`config.mk`:
```
export PLATFORM = sky130hd
export DESIGN_NAME = source_text_tokenizer_unit
export DESIGN_NICKNAME = d
export VERILOG_FILES = /design/src/hw/rtl/stt_pkg.sv /design/src/hw/rtl/stt_front.sv /design/src/hw/rtl/stt_queue.sv /design/src/hw/rtl/stt_back.sv /design/src/hw/rtl/source_text_tokenizer_unit.sv
export SDC_FILE = /design/constraint.sdc
export NUM_CORES = 1
export LEC_CHECK = 0
export BUFFER_PORTS_ARGS = -buffer_cell sky130_fd_sc_hd__buf_2
export CORE_UTILIZATION = 30
export DETAILED_ROUTE_END_ITERATION = 8
export HOLD_SLACK_MARGIN = 0.03
export PLACE_DENSITY_LB_ADDON = 0.15
export SKIP_CTS_REPAIR_TIMING = 1
export SLEW_MARGIN = 20
export SYNTH_ARGS = -nofsm -noshare
export SYNTH_HDL_FRONTEND = slang
export SYNTH_SLANG_ARGS = --single-unit
```
`constraint.sdc`:
```
create_clock -name aclk -period 17 [get_ports aclk]
set_input_delay 3.4 -clock aclk [delete_from_list [all_inputs] [get_ports aclk]]
set_output_delay 3.4 -clock aclk [all_outputs]
set_load 0.05 [all_outputs]
```
`src/hw/rtl/stt_pkg.sv`:
```
package stt_pkg;

    localparam int WORD_MAX  = 32;
    localparam int LINE_BITS = 20;
    localparam int LEN_W     = $clog2(WORD_MAX + 2);
    localparam int IDX_W     = $clog2(WORD_MAX);
    localparam int KW_N      = 19;
    localparam int SLOTS     = 4;
    localparam int SLOT_W    = $clog2(SLOTS);
    localparam int QDEPTH    = 2;
    localparam int Q_PTR_W   = $clog2(QDEPTH);
    localparam int Q_CNT_W   = $clog2(QDEPTH + 1);

    localparam logic [7:0] CH_LF = 8'd10;

    typedef enum logic [5:0] {
        TK_BEGIN = 6'd0, TK_NUMBER, TK_BOOL, TK_IF, TK_THEN, TK_ELSE, TK_END,
        TK_REPEAT, TK_UNTIL, TK_LOOP, TK_EXIT, TK_PUT, TK_GET, TK_VAR, TK_FUNC,
        TK_PROC, TK_BOOLEAN, TK_INTEGER, TK_SKIP, TK_RETURN, TK_IDENT, TK_STRING,
        TK_LBRACE, TK_RBRACE, TK_LPAREN, TK_RPAREN, TK_LBRACK, TK_RBRACK,
        TK_ASSIGN, TK_COLON, TK_SEMI, TK_EQ, TK_HASH, TK_LE, TK_LT, TK_GE, TK_GT,
        TK_NE, TK_PLUS, TK_MINUS, TK_BAR, TK_STAR, TK_SLASH, TK_AMP, TK_TILDE,
        TK_COMMA, TK_EOF, TK_ERROR
    } kind_t;

    typedef enum logic [2:0] {
        ST_OK, ST_UNKNOWN, ST_BANG, ST_UNTERM, ST_TRUNC
    } status_t;

    typedef enum logic [4:0] {
        M_IDLE   = 5'b00001,
        M_NUMBER = 5'b00010,
        M_WORD   = 5'b00100,
        M_STRING = 5'b01000,
        M_OPER   = 5'b10000
    } mode_t;

    typedef struct packed {
        logic                 valid;
        logic                 run;
        logic [LEN_W-1:0]     run_len;
        kind_t                kind;
        logic [31:0]          value;
        logic [LINE_BITS-1:0] line;
        status_t              status;
        logic                 last;
    } slot_t;

    typedef slot_t [SLOTS-1:0] bundle_t;

    typedef struct packed {
        logic full;
        logic head_valid;
    } q_stat_t;

    localparam logic [55:0] KW_TEXT [KW_N] = '{
        "true", "false", "if", "then", "else", "end", "repeat", "until", "loop",
        "exit", "put", "get", "var", "func", "proc", "boolean", "integer",
        "skip", "return"
    };

    localparam logic [2:0] KW_LEN [KW_N] = '{
        3'd4, 3'd5, 3'd2, 3'd4, 3'd4, 3'd3, 3'd6, 3'd5, 3'd4, 3'd4, 3'd3,
        3'd3, 3'd3, 3'd4, 3'd4, 3'd7, 3'd7, 3'd4, 3'd6
    };

    localparam kind_t KW_KIND [KW_N] = '{
        TK_BOOL, TK_BOOL, TK_IF, TK_THEN, TK_ELSE, TK_END, TK_REPEAT, TK_UNTIL,
        TK_LOOP, TK_EXIT, TK_PUT, TK_GET, TK_VAR, TK_FUNC, TK_PROC, TK_BOOLEAN,
        TK_INTEGER, TK_SKIP, TK_RETURN
    };

    localparam logic KW_VAL [KW_N] = '{
        1'b1, 1'b0, 1'b0, 1'b0, 1'b0, 1'b0, 1'b0, 1'b0, 1'b0, 1'b0, 1'b0,
        1'b0, 1'b0, 1'b0, 1'b0, 1'b0, 1'b0, 1'b0, 1'b0
    };

    function automatic logic [7:0] kw_char(input int unsigned i, input logic [2:0] p);
        logic [2:0] sh;
        sh = KW_LEN[i] - 3'd1 - p;
        return KW_TEXT[i][{sh, 3'b000} +: 8];
    endfunction

    function automatic kind_t punct_kind(input logic [7:0] b);
        kind_t k;
        case (b)
            "{":     k = TK_LBRACE;
            "}":     k = TK_RBRACE;
            "(":     k = TK_LPAREN;
            ")":     k = TK_RPAREN;
            "[":     k = TK_LBRACK;
            "]":     k = TK_RBRACK;
            ";":     k = TK_SEMI;
            "=":     k = TK_EQ;
            "#":     k = TK_HASH;
            "+":     k = TK_PLUS;
            "-":     k = TK_MINUS;
            "|":     k = TK_BAR;
            "*":     k = TK_STAR;
            "/":     k = TK_SLASH;
            "&":     k = TK_AMP;
            "~":     k = TK_TILDE;
            ",":     k = TK_COMMA;
            default: k = TK_BEGIN;
        endcase
        return k;
    endfunction

endpackage

```
`src/hw/rtl/stt_front.sv`:
```
module stt_front (
    input  logic                        aclk,
    input  logic                        aresetn,
    input  logic                        s_valid,
    output logic                        s_ready,
    input  logic [7:0]                  s_source_byte,
    input  logic                        s_end_of_source,
    output logic                        push_valid,
    output stt_pkg::bundle_t            push_data,
    input  stt_pkg::q_stat_t            q_stat,
    input  logic                        run_done,
    input  logic [stt_pkg::IDX_W-1:0]   rd_idx,
    output logic [7:0]                  rd_data
);

    stt_pkg::mode_t                   mode_reg, mode_next;
    logic [31:0]                      acc_reg, acc_next;
    logic [stt_pkg::LEN_W-1:0]        len_reg, len_next;
    logic [7:0]                       op_reg, op_next;
    logic [stt_pkg::KW_N-1:0]         match_reg, match_next;
    logic [stt_pkg::LINE_BITS-1:0]    line_reg, line_next;
    logic                             pend_reg;
    logic [7:0]                       word_mem [stt_pkg::WORD_MAX];

    logic                             accept;
    logic                             do_idle;
    logic                             wr_en;
    logic [stt_pkg::IDX_W-1:0]        wr_idx;
    logic                             any_valid;
    logic                             any_run;
    stt_pkg::kind_t                   pk;
    logic [7:0]                       b;

    function automatic logic is_digit(input logic [7:0] c);
        return (c >= "0") && (c <= "9");
    endfunction

    function automatic logic is_alpha(input logic [7:0] c);
        return ((c >= "a") && (c <= "z")) || ((c >= "A") && (c <= "Z"));
    endfunction

    function automatic logic is_space(input logic [7:0] c);
        return (c == " ") || ((c >= 8'd9) && (c <= 8'd13));
    endfunction

    function automatic stt_pkg::slot_t flush_slot(
        input stt_pkg::mode_t                mode,
        input logic [31:0]                   acc,
        input logic [stt_pkg::LEN_W-1:0]     len,
        input logic [7:0]                    op,
        input logic [stt_pkg::KW_N-1:0]      match,
        input logic [stt_pkg::LINE_BITS-1:0] line,
        input logic                          at_end
    );
        stt_pkg::slot_t s;
        logic           hit;
        s = '0;
        hit = 1'b0;
        s.line = line;
        s.kind = stt_pkg::TK_BEGIN;
        s.status = stt_pkg::ST_OK;
        unique case (mode)
            stt_pkg::M_NUMBER: begin
                s.valid = 1'b1;
                s.kind = stt_pkg::TK_NUMBER;
                s.value = acc;
            end
            stt_pkg::M_WORD: begin
                s.valid = 1'b1;
                if (len > stt_pkg::LEN_W'(stt_pkg::WORD_MAX)) begin
                    s.run = 1'b1;
                    s.run_len = stt_pkg::LEN_W'(stt_pkg::WORD_MAX);
                    s.kind = stt_pkg::TK_IDENT;
                    s.status = stt_pkg::ST_TRUNC;
                end else begin
                    for (int unsigned i = 0; i < stt_pkg::KW_N; i++) begin
                        if (match[i] && (len == stt_pkg::LEN_W'(stt_pkg::KW_LEN[i]))) begin
                            hit = 1'b1;
                            s.kind = stt_pkg::KW_KIND[i];
                            s.value = {31'd0, stt_pkg::KW_VAL[i]};
                        end
                    end
                    if (!hit) begin
                        s.run = 1'b1;
                        s.run_len = len;
                        s.kind = stt_pkg::TK_IDENT;
                    end
                end
            end
            stt_pkg::M_OPER: begin
                s.valid = 1'b1;
                case (op)
                    ":":     s.kind = stt_pkg::TK_COLON;
                    "<":     s.kind = stt_pkg::TK_LT;
                    ">":     s.kind = stt_pkg::TK_GT;
                    default: begin
                        s.kind = stt_pkg::TK_ERROR;
                        s.status = stt_pkg::ST_BANG;
                    end
                endcase
            end
            stt_pkg::M_STRING: begin
                if (at_end) begin
                    s.valid = 1'b1;
                    s.kind = stt_pkg::TK_ERROR;
                    s.status = stt_pkg::ST_UNTERM;
                end
            end
            default: begin
                s.valid = 1'b0;
            end
        endcase
        return s;
    endfunction

    assign b = s_source_byte;
    assign s_ready = !q_stat.full && !pend_reg;
    assign accept = s_valid && s_ready;
    assign rd_data = word_mem[rd_idx];

    always_comb begin
        mode_next = mode_reg;
        acc_next = acc_reg;
        len_next = len_reg;
        op_next = op_reg;
        match_next = match_reg;
        line_next = line_reg;
        wr_en = 1'b0;
        wr_idx = len_reg[stt_pkg::IDX_W-1:0];
        push_data = '0;
        do_idle = 1'b0;
        pk = stt_pkg::punct_kind(b);

        unique case (mode_reg)
            stt_pkg::M_NUMBER: begin
                if (is_digit(b)) begin
                    acc_next = (acc_reg << 3) + (acc_reg << 1) + {24'd0, b - "0"};
                end else begin
                    push_data[0] = flush_slot(mode_reg, acc_reg, len_reg, op_reg,
                                              match_reg, line_reg, 1'b0);
                    do_idle = 1'b1;
                end
            end
            stt_pkg::M_WORD: begin
                if (is_alpha(b) || is_digit(b)) begin
                    if (len_reg < stt_pkg::LEN_W'(stt_pkg::WORD_MAX)) begin
                        wr_en = 1'b1;
                        len_next = len_reg + 1'b1;
                        for (int unsigned i = 0; i < stt_pkg::KW_N; i++) begin
                            match_next[i] = match_reg[i]
                                && (len_reg < stt_pkg::LEN_W'(stt_pkg::KW_LEN[i]))
                                && (stt_pkg::kw_char(i, len_reg[2:0]) == b);
                        end
                    end else begin
                        len_next = stt_pkg::LEN_W'(stt_pkg::WORD_MAX + 1);
                    end
                end else begin
                    push_data[0] = flush_slot(mode_reg, acc_reg, len_reg, op_reg,
                                              match_reg, line_reg, 1'b0);
                    do_idle = 1'b1;
                end
            end
            stt_pkg::M_STRING: begin
                push_data[1].valid = 1'b1;
                push_data[1].kind = stt_pkg::TK_STRING;
                push_data[1].line = line_reg;
                push_data[1].status = stt_pkg::ST_OK;
                if (b == "\"") begin
                    push_data[1].last = 1'b1;
                    mode_next = stt_pkg::M_IDLE;
                end else begin
                    push_data[1].value = {24'd0, b};
                end
            end
            stt_pkg::M_OPER: begin
                if (b == "=") begin
                    push_data[1].valid = 1'b1;
                    push_data[1].line = line_reg;
                    push_data[1].status = stt_pkg::ST_OK;
                    case (op_reg)
                        ":":     push_data[1].kind = stt_pkg::TK_ASSIGN;
                        "<":     push_data[1].kind = stt_pkg::TK_LE;
                        ">":     push_data[1].kind = stt_pkg::TK_GE;
                        default: push_data[1].kind = stt_pkg::TK_NE;
                    endcase
                    mode_next = stt_pkg::M_IDLE;
                    op_next = '0;
                end else begin
                    push_data[0] = flush_slot(mode_reg, acc_reg, len_reg, op_reg,
                                              match_reg, line_reg, 1'b0);
                    do_idle = 1'b1;
                end
            end
            default: begin
                do_idle = 1'b1;
            end
        endcase

        if (do_idle) begin
            mode_next = stt_pkg::M_IDLE;
            acc_next = '0;
            len_next = '0;
            op_next = '0;
            if (is_space(b)) begin
                if ((b == stt_pkg::CH_LF) && (line_reg != '1)) begin
                    line_next = line_reg + 1'b1;
                end
            end else if (is_digit(b)) begin
                mode_next = stt_pkg::M_NUMBER;
                acc_next = {24'd0, b - "0"};
            end else if (is_alpha(b)) begin
                mode_next = stt_pkg::M_WORD;
                wr_en = 1'b1;
                wr_idx = '0;
                len_next = stt_pkg::LEN_W'(1);
                for (int unsigned i = 0; i < stt_pkg::KW_N; i++) begin
                    match_next[i] = (stt_pkg::kw_char(i, 3'd0) == b);
                end
            end else if (b == "\"") begin
                mode_next = stt_pkg::M_STRING;
            end else if ((b == ":") || (b == "<") || (b == ">") || (b == "!")) begin
                mode_next = stt_pkg::M_OPER;
                op_next = b;
            end else begin
                push_data[1].valid = 1'b1;
                push_data[1].line = line_reg;
                if (pk != stt_pkg::TK_BEGIN) begin
                    push_data[1].kind = pk;
                    push_data[1].status = stt_pkg::ST_OK;
                end else begin
                    push_data[1].kind = stt_pkg::TK_ERROR;
                    push_data[1].value = {24'd0, b};
                    push_data[1].status = stt_pkg::ST_UNKNOWN;
                end
            end
        end

        if (s_end_of_source) begin
            push_data[2] = flush_slot(mode_next, acc_next, len_next, op_next,
                                      match_next, line_next, 1'b1);
            push_data[3].valid = 1'b1;
            push_data[3].kind = stt_pkg::TK_EOF;
            push_data[3].line = line_next;
            push_data[3].status = stt_pkg::ST_OK;
            mode_next = stt_pkg::M_IDLE;
            acc_next = '0;
            len_next = '0;
            op_next = '0;
            match_next = '0;
            line_next = stt_pkg::LINE_BITS'(1);
        end
    end

    always_comb begin
        any_valid = 1'b0;
        any_run = 1'b0;
        for (int unsigned k = 0; k < stt_pkg::SLOTS; k++) begin
            any_valid = any_valid | push_data[k].valid;
            any_run = any_run | (push_data[k].valid & push_data[k].run);
        end
    end

    assign push_valid = accept && any_valid;

    always_ff @(posedge aclk) begin
        if (!aresetn) begin
            mode_reg <= stt_pkg::M_IDLE;
            acc_reg <= '0;
            len_reg <= '0;
            op_reg <= '0;
            match_reg <= '0;
            line_reg <= stt_pkg::LINE_BITS'(1);
        end else if (accept) begin
            mode_reg <= mode_next;
            acc_reg <= acc_next;
            len_reg <= len_next;
            op_reg <= op_next;
            match_reg <= match_next;
            line_reg <= line_next;
        end
    end

    // hold input while the back end reads a buffered word
    always_ff @(posedge aclk) begin
        if (!aresetn) begin
            pend_reg <= 1'b0;
        end else if (push_valid && any_run) begin
            pend_reg <= 1'b1;
        end else if (run_done) begin
            pend_reg <= 1'b0;
        end
    end

    always_ff @(posedge aclk) begin
        if (accept && wr_en) begin
            word_mem[wr_idx] <= b;
        end
    end

endmodule

```
`src/hw/rtl/stt_queue.sv`:
```
module stt_queue (
    input  logic             aclk,
    input  logic             aresetn,
    input  logic             push_valid,
    input  stt_pkg::bundle_t push_data,
    input  logic             pop,
    output stt_pkg::q_stat_t q_stat,
    output stt_pkg::bundle_t head_data
);

    stt_pkg::bundle_t               mem_reg [stt_pkg::QDEPTH];
    logic [stt_pkg::Q_PTR_W-1:0]    wr_ptr_reg;
    logic [stt_pkg::Q_PTR_W-1:0]    rd_ptr_reg;
    logic [stt_pkg::Q_CNT_W-1:0]    cnt_reg;
    logic                           do_pop;

    assign q_stat.full = (cnt_reg == stt_pkg::Q_CNT_W'(stt_pkg::QDEPTH));
    assign q_stat.head_valid = (cnt_reg != '0);
    assign head_data = mem_reg[rd_ptr_reg];
    assign do_pop = pop && q_stat.head_valid;

    always_ff @(posedge aclk) begin
        if (!aresetn) begin
            wr_ptr_reg <= '0;
            rd_ptr_reg <= '0;
            cnt_reg <= '0;
        end else begin
            if (push_valid) begin
                wr_ptr_reg <= wr_ptr_reg + 1'b1;
            end
            if (do_pop) begin
                rd_ptr_reg <= rd_ptr_reg + 1'b1;
            end
            if (push_valid && !do_pop) begin
                cnt_reg <= cnt_reg + 1'b1;
            end else if (!push_valid && do_pop) begin
                cnt_reg <= cnt_reg - 1'b1;
            end
        end
    end

    always_ff @(posedge aclk) begin
        if (push_valid) begin
            mem_reg[wr_ptr_reg] <= push_data;
        end
    end

endmodule

```
`src/hw/rtl/stt_back.sv`:
```
module stt_back (
    input  logic                              aclk,
    input  logic                              aresetn,
    input  stt_pkg::q_stat_t                  q_stat,
    input  stt_pkg::bundle_t                  head_data,
    output logic                              pop,
    output logic                              run_done,
    output logic [stt_pkg::IDX_W-1:0]         rd_idx,
    input  logic [7:0]                        rd_data,
    output logic                              m_valid,
    input  logic                              m_ready,
    output logic [5:0]                        m_token_kind,
    output logic [31:0]                       m_token_value,
    output logic [stt_pkg::LINE_BITS-1:0]     m_line_number,
    output logic [2:0]                        m_status,
    output logic                              m_last_of_run
);

    logic [stt_pkg::SLOT_W-1:0]     sidx_reg;
    logic [stt_pkg::IDX_W-1:0]      ridx_reg;
    logic                           m_valid_reg;
    logic [5:0]                     kind_reg;
    logic [31:0]                    value_reg;
    logic [stt_pkg::LINE_BITS-1:0]  line_reg;
    logic [2:0]                     status_reg;
    logic                           last_reg;

    logic [stt_pkg::SLOT_W-1:0]     j;
    logic                           more;
    stt_pkg::slot_t                 cur;
    logic                           emit;
    logic                           elem_last;

    always_comb begin
        j = stt_pkg::SLOT_W'(stt_pkg::SLOTS - 1);
        for (int k = stt_pkg::SLOTS - 1; k >= 0; k--) begin
            if ((stt_pkg::SLOT_W'(k) >= sidx_reg) && head_data[k].valid) begin
                j = stt_pkg::SLOT_W'(k);
            end
        end
        more = 1'b0;
        for (int k = 0; k < stt_pkg::SLOTS; k++) begin
            if ((stt_pkg::SLOT_W'(k) > j) && head_data[k].valid) begin
                more = 1'b1;
            end
        end
    end

    assign cur = head_data[j];
    assign emit = q_stat.head_valid && (!m_valid_reg || m_ready);
    assign elem_last = !cur.run
        || (ridx_reg == stt_pkg::IDX_W'(cur.run_len - 1'b1));
    assign run_done = emit && cur.run && elem_last;
    assign pop = emit && elem_last && !more;
    assign rd_idx = ridx_reg;

    always_ff @(posedge aclk) begin
        if (!aresetn) begin
            sidx_reg <= '0;
            ridx_reg <= '0;
            m_valid_reg <= 1'b0;
        end else begin
            if (emit) begin
                m_valid_reg <= 1'b1;
                if (!elem_last) begin
                    ridx_reg <= ridx_reg + 1'b1;
                end else begin
                    ridx_reg <= '0;
                    sidx_reg <= more ? j + 1'b1 : '0;
                end
            end else if (m_ready) begin
                m_valid_reg <= 1'b0;
            end
        end
    end

    always_ff @(posedge aclk) begin
        if (emit) begin
            kind_reg <= cur.kind;
            line_reg <= cur.line;
            status_reg <= cur.status;
            if (cur.run) begin
                value_reg <= {24'd0, rd_data};
                last_reg <= elem_last;
            end else begin
                value_reg <= cur.value;
                last_reg <= cur.last;
            end
        end
    end

    assign m_valid = m_valid_reg;
    assign m_token_kind = kind_reg;
    assign m_token_value = value_reg;
    assign m_line_number = line_reg;
    assign m_status = status_reg;
    assign m_last_of_run = last_reg;

endmodule

```
`src/hw/rtl/source_text_tokenizer_unit.sv`:
```
// Source text tokenizer.
// Input channel s_*: one source byte per word, s_end_of_source on the last
// byte of a program. Output channel m_*: one token result per word, with
// kind, value, line, status and a last_of_run flag on identifier and string
// character runs.
// Throughput: one byte per cycle. Each byte makes a bundle of up to four
// entries in a two-entry queue; the back end sends one result per cycle, so
// bytes that raise several results, or a stalled receiver, fill the queue
// and drop s_ready. An identifier that is not a keyword is sent from the word
// buffer as n results, and input holds until its last character has left
// the buffer.
// Results: a token's result is written to the queue when the byte that ends
// the token is accepted, and is then registered in the output register on m_*.
// Reset (aresetn low, synchronous): scanner idle, line counter 1, queue and
// output register empty. After end of source the scanner returns to the same
// state on its own. The output register holds its word while m_ready is low.
module source_text_tokenizer_unit (
    input  logic                             aclk,
    input  logic                             aresetn,
    input  logic                             s_valid,
    output logic                             s_ready,
    input  logic [7:0]                       s_source_byte,
    input  logic                             s_end_of_source,
    output logic                             m_valid,
    input  logic                             m_ready,
    output logic [5:0]                       m_token_kind,
    output logic [31:0]                      m_token_value,
    output logic [stt_pkg::LINE_BITS-1:0]    m_line_number,
    output logic [2:0]                       m_status,
    output logic                             m_last_of_run
);

    logic                           push_valid;
    stt_pkg::bundle_t               push_data;
    stt_pkg::bundle_t               head_data;
    stt_pkg::q_stat_t               q_stat;
    logic                           pop;
    logic                           run_done;
    logic [stt_pkg::IDX_W-1:0]      rd_idx;
    logic [7:0]                     rd_data;

    stt_front u_front (
        .aclk            (aclk),
        .aresetn         (aresetn),
        .s_valid         (s_valid),
        .s_ready         (s_ready),
        .s_source_byte   (s_source_byte),
        .s_end_of_source (s_end_of_source),
        .push_valid      (push_valid),
        .push_data       (push_data),
        .q_stat          (q_stat),
        .run_done        (run_done),
        .rd_idx          (rd_idx),
        .rd_data         (rd_data)
    );

    stt_queue u_queue (
        .aclk       (aclk),
        .aresetn    (aresetn),
        .push_valid (push_valid),
        .push_data  (push_data),
        .pop        (pop),
        .q_stat     (q_stat),
        .head_data  (head_data)
    );

    stt_back u_back (
        .aclk          (aclk),
        .aresetn       (aresetn),
        .q_stat        (q_stat),
        .head_data     (head_data),
        .pop           (pop),
        .run_done      (run_done),
        .rd_idx        (rd_idx),
        .rd_data       (rd_data),
        .m_valid       (m_valid),
        .m_ready       (m_ready),
        .m_token_kind  (m_token_kind),
        .m_token_value (m_token_value),
        .m_line_number (m_line_number),
        .m_status      (m_status),
        .m_last_of_run (m_last_of_run)
    );

endmodule

```
---- Yosys cells after proc, flatten, opt, wreduce, memory -nomap -nowiden ----
Memory sizes are Yosys's and may differ from the RTL's. A register that Yosys moved wholly into a read port is not among the register bits.
Index checks and enable logic that the tools add are counted.
W data, S select, Z words.
word-level totals
  register bits ........................... 165
  RAM bits ................................ 722
  memories ................................ 2
  input bits .............................. 13
memories
  memory            depth  width  read ports  clocked after Yosys merged registers in  wr ports  line             RTL
  u_queue.mem_reg   2      233    1           1                                        1         stt_queue.sv:11  stt_pkg::bundle_t mem_reg [stt_pkg::QDEPTH];
  u_front.word_mem  32     8      1           1                                        1         stt_front.sv:23  logic [7:0] word_mem [stt_pkg::WORD_MAX];
operators by class
  muxes and demuxes ....................... 221
  $add $sub $neg .......................... 18
  bitwise gates (word level) .............. 6
  shift operators ......................... 19
  equality and inequality tests ........... 84
  order comparisons ....................... 25
  reductions and logical operators ........ 125
operators with widths
  kind                       number
  $shiftx A56 B7 Y8 const A  19
  $mux W36                   16
  $mux W61                   6
  $mux W37                   8
  $mux W35                   8
  $mux W70                   4
  $mux W32                   7
  $pmux W70 S3               1
  $mux W34                   6
  $eq A8 B6 Y1 const B       23
  $eq A8 B8 Y1               19
  $mux W19                   8
  $bmux W70 S2               1
  $mux W8                    14
  $pmux W6 S17               1
  $logic_and A1 B1 Y1        101
  $eq A7 B8 Y1 const A       12
  $mux W1                    83
  $mux W20                   4
  $mux W5                    16
  $mux W69                   1
  $pmux W32 S2               1
  $mux W6                    10
  $pmux W6 S3                3
  60 further kinds           126

---- Longest topological paths before layout ----
  depth in word-level cells ............... 45
  gate-level depth with buffers ........... 20
  depth with buffers taken out ............ 18

---- Hierarchy ----
A second synthesis with hierarchy kept.
second synthesis, totals
  cell total of the unflattened synthesis .. 3,660
  area, all modules ....................... 48,632.9 um^2
by module, submodules not included
  module     area each (um^2)  cells an instance  times used
  stt_front  22,664.2          2,240              1
  stt_queue  21,239.1          893                1
  stt_back   4,729.5           527                1

---- Worst setup path after synthesis ----
OpenSTA, ideal clock, no wires.
  path kind ............................... input -> register
  start ................................... in s_source_byte[5]
  end ..................................... reg u_queue.wr_ptr_reg
  arrival time ............................ 18,330 ps
  library setup time ...................... 112 ps
  stages .................................. 14
  setup slack ............................. -1,442 ps
  cell sequence ........................... clkbuf_1 > inv_1 > ha_1 > and4b_1 > a211oi_2 > o21a_2 > nand4_1 > buf_2 > nand2_1 > nand4_1 > nand3_1 > nor3_1 > nor3_1 > o21a_1
between the ends
  word-level cells in the longest chain between the ends .. 17
  elaborated cells between the ends (all ways) .. 61
  classes of those cells .................. 8 x order compare; 11 x eq/ne; 27 x mux; 3 x bitwise; 12 x reduce/logical
ends and longest elaborated chain
  item                                                                   line                              RTL
  start, declared                                                        source_text_tokenizer_unit.sv:22  input logic [7:0] s_source_byte,
  parallel branches: the longest is 14 deep, another holds $ge A8 B7 Y1  n/a
  $or A1 B1 Y1 * (2 in a row)                                            stt_front.sv:258                  any_valid = any_valid | push_data[k].valid;
  $logic_and A1 B1 Y1 *                                                  stt_front.sv:263                  assign push_valid = accept && any_valid;
  end signal, assigned                                                   stt_queue.sv:29                   wr_ptr_reg <= wr_ptr_reg + 1'b1;
  end, declared                                                          stt_queue.sv:12                   logic [stt_pkg::Q_PTR_W-1:0] wr_ptr_reg;
Every way passes the cells marked *.
A chain may end at the register's enable or synchronous reset.

---- Final worst setup path ----
  start ................................... in s_source_byte[4]
  end ..................................... mem u_queue.mem_reg[1][10] (netlist name), enable pin
between the ends
  word-level cells in the longest chain between the ends .. 19
  elaborated cells between the ends (all ways) .. 63
  classes of those cells .................. 8 x order compare; 11 x eq/ne; 29 x mux; 3 x bitwise; 12 x reduce/logical
ends and longest elaborated chain
  item                                                                   line                              RTL
  parallel branches: the longest is 14 deep, another holds $ge A8 B7 Y1  n/a
  $or A1 B1 Y1 * (2 in a row)                                            stt_front.sv:258
  $logic_and A1 B1 Y1 *                                                  stt_front.sv:263
  named net push_valid                                                   source_text_tokenizer_unit.sv:33  logic push_valid;
  $mux W1 *                                                              stt_queue.sv:43                   if (push_valid) begin
  $mux W1 (not written as such) *                                        stt_queue.sv:44                   mem_reg[wr_ptr_reg] <= push_data;
  end, declared                                                          stt_queue.sv:11
Mark *: on every way through the listed nets, which the timed path passes.

==> out/results.txt <==
CP most frequent cell: buf_4
Overflow left after global routing: 0
Vias per cell: 5.32
Num CTS Buffers: 88
Drt wl/cell: 24.6 µm
Initial antenna violation count: 5
Placer congestion estimate: 0.928
Slew headroom: 0.183
Status: finished, final reports clean
Placed cells: 4500
Hold Fails Final Rpt: 0
Final wirelength: 115000 µm
Sequential fraction of the synthesis area: 0.592
CTS tree: done
Clk sinks: 773
Flop pwr share: 0.424
Antenna Violating Nets Remaining: 0
Min-Delay Endpoint: u_front.op_reg[6]
Fin crit period: 8.83 ns
#FFs+latches synth: 773
Switching power: 1880 µW
Max reg flops: 346
Reg clk slew, reported paths: 0.06 ns
Avg Cell Area, Syn: 12.7 µm²
Kind of cell adding the most delay to the critical path: simple AND/OR/NAND/NOR gates
Die area: 0.126 mm²
Synthesis-to-finish area growth: 13.4%
Post-synth EDFFs: 664
Die W: 355 µm
Core footprint: 0.124 mm²
FFs w/ async S/R, synth: 0
Layout cell share with drive strength beyond 1: 0.150
Nets: 3054
CP startpoint: s_source_byte[4]
Crit path required time: 17.29 ns
Crit start category: primary input
R2r setup slk: 11.18 ns
Clk pwr share: 0.337
Hold crit path type: reg -> reg
Synth Cell Area: 0.0374 mm²
Worst skew pair latency: 0.68 ns
Measured slew at the worst slew-check pin: 1.22 ns
Final cell count without fillers: 4665
FF-to-FF path depth: 15
Synthesized Nets: 3034
Via count: 24800
Warnings, synthesis: 0
Number of global-route vias before repair: 24900
Cell Chain, Critical Path: buf_2 > buf_4 > clkinv_1 > ha_1 > nand2_1 > or3_1 > nand4_1 > nand2_1 > nand4_1 > nand3_1 > buf_4 > nor3_1 > nor2_1 > and2_4 > buf_4
Crit path kind: in -> reg
CTS root buf: clkbuf_16
Starting Density: 0.302
Final Setup Violations: 0
Setup TNS: 0 ns
R2R Path Start: u_front.len_reg[0]
I/O pins: 77
Crit-path max cell delay: 0.76 ns
Fin crit share: 0.520
Reg-to-reg critical path endpoint: u_queue.mem_reg[0][189]
Max-Cap Viols: 0
# rows: 129
Clock Path Buffers: 3
Logic pwr share: 0.239
First-pass GRT wire length: 169000 µm
Drt drc: 0
Fill cell count: 12100
CP Capture Type: flip-flop
WP buf/inv: 5
Final core occ: 0.343
Unrepaired setup endpoints after global routing: false
Slowest cell on crit path: buf_4
Worst VDD drop: 163 µV
Drt pass-1 iters: 8
Unique cell type count in the Yosys netlist: 99
Detailed placement HPWL: 75800 µm
1st-iter DRT viols: 2296
Worst min-delay path startpoint: u_front.op_reg[6]
Primary FF master, synth: edfxtp_1
Pwr Density: 135 mW/mm²
Post-Syn Instances: 2933
Max-slew violations: 0
Clock skew: 0.0391 ns
# diodes: 0
Largest net degree at the start of global routing: 90
Leakage Power: 0.0143 µW
Total GRT Usage: 0.180
Port bufs: 76
Switch share: 0.328
Hold Path Depth: 1
Worst path arrival time: 9.12 ns
Die H: 355 µm
Fmax: 113 MHz
Worst-path maximum fanout: 70
H-tree depth: 3
Internal Power: 3850 µW
how the worst max path moves through the flow:
stage,to,slack (ns),cells after the start
global route,u_queue.mem_reg[1][10],7.74,15
detailed placement,u_queue.mem_reg[1][95],7.27,15
floorplan,u_queue.mem_reg[0][100],3.98,13
global placement,u_queue.mem_reg[1][95],7.48,15
finish,u_queue.mem_reg[1][10],8.17,15
CTS,u_queue.mem_reg[1][98],7.98,15
metrics by stage:
stage / power (µW) / hold slack (ns) / setup WS, ns / area, µm²
detailed placement: 3870 / 0.467 / 7.27 / 39500
floorplan: 3410 / 0.453 / 3.98 / 37400
CTS: 5820 / 0.484 / 7.98 / 42400
finish: 5730 / 0.482 / 8.17 / 42400
global route: 5970 / 0.493 / 7.74 / 42400
global placement: 3850 / 0.472 / 7.48 / 39500
Yosys cell counts (41+ instances only):
cell type	count	share of area
a21oi_1	122	0.016
a22oi_1	46	0.0092
and2_1	141	0.024
and3_1	58	0.0097
clkbuf_1	128	0.013
dfxtp_1	109	0.058
edfxtp_1	664	0.53
ha_1	82	0.027
inv_1	51	0.0051
mux2i_1	77	0.021
mux4_2	118	0.071
nand2_1	212	0.021
nand3_1	55	0.0074
nor2_1	187	0.019
nor2b_1	63	0.011
nor3_1	61	0.0082
o21ai_0	159	0.021
xnor2_1	60	0.014
xor2_1	41	0.0096
logic make-up after synthesis:
group | synth area share
compound gates | 0.105
xor+xnor | 0.0237
fa+ha+maj | 0.0309
buf+inv | 0.0268
flops | 0.592
mux | 0.0960
simple gates | 0.126
placed cells by master (no fill, tap or decap), types with 21 or more instances in the layout:
master / Yosys / final
edfxtp_1: 664 / 664
nand4_1: 26 / 26
ha_1: 82 / 82
a21oi_1: 122 / 121
o22ai_1: 28 / 28
nor3_1: 61 / 60
nor2_1: 187 / 176
and3_1: 58 / 58
a22oi_1: 46 / 46
xor2_1: 41 / 41
nor2b_1: 63 / 63
mux4_2: 118 / 118
nand3_1: 55 / 55
buf_4: 5 / 47
and2_1: 141 / 140
inv_1: 51 / 50
o21ai_0: 159 / 159
mux2i_1: 77 / 77
clkbuf_16: 0 / 88
xnor2_1: 60 / 60
nand2_1: 212 / 210
a31oi_1: 35 / 35
buf_2: 26 / 75
a21o_1: 21 / 21
nand2b_1: 27 / 26
o211ai_1: 25 / 25
dfxtp_1: 109 / 105
metal layers:
metal / global-route usage / wire (µm)
met1: 0.245 / 51300
met2: 0.302 / 55700
met3: 0.0235 / 5350
met4: 0.0441 / 2380
met5: 0 / 22
layout make-up:
type                    instances  area, µm²  share of cell area
inverters                      55        206             0.00487
well taps                    1637       2050              0.0483
clock inverters                58        611              0.0144
repair buffers                124        751              0.0177
clock buffers                 107       2320              0.0548
flip-flops and latches        773      22100               0.522
multi-input cells            1911      14300               0.338
worst register-to-register path, stage by stage, from the launching register on:
cell	delay, ns
dfxtp_1	0.31
buf_4	0.34
ha_1	0.71
inv_1	0.32
ha_1	0.53
nor2_1	0.38
xor2_1	0.12
nor4_1	0.30
nand3_1	0.25
a2111oi_1	0.80
o21ai_0	0.23
a31oi_1	0.34
a2bb2oi_1	0.16
and4_1	0.29
a21o_1	0.20
o21ai_1	0.32
power by group through the flow:
stage	clock network (µW)	registers, µW	logic [µW]
3_3_place_gp	0	2460	1390
2_1_floorplan	0	2740	674
5_1_grt	2050	2450	1470
3_5_place_dp	0	2470	1400
4_1_cts	1980	2430	1400
6_report	1930	2430	1370
No activity file was read; power rests on OpenSTA's default activity.
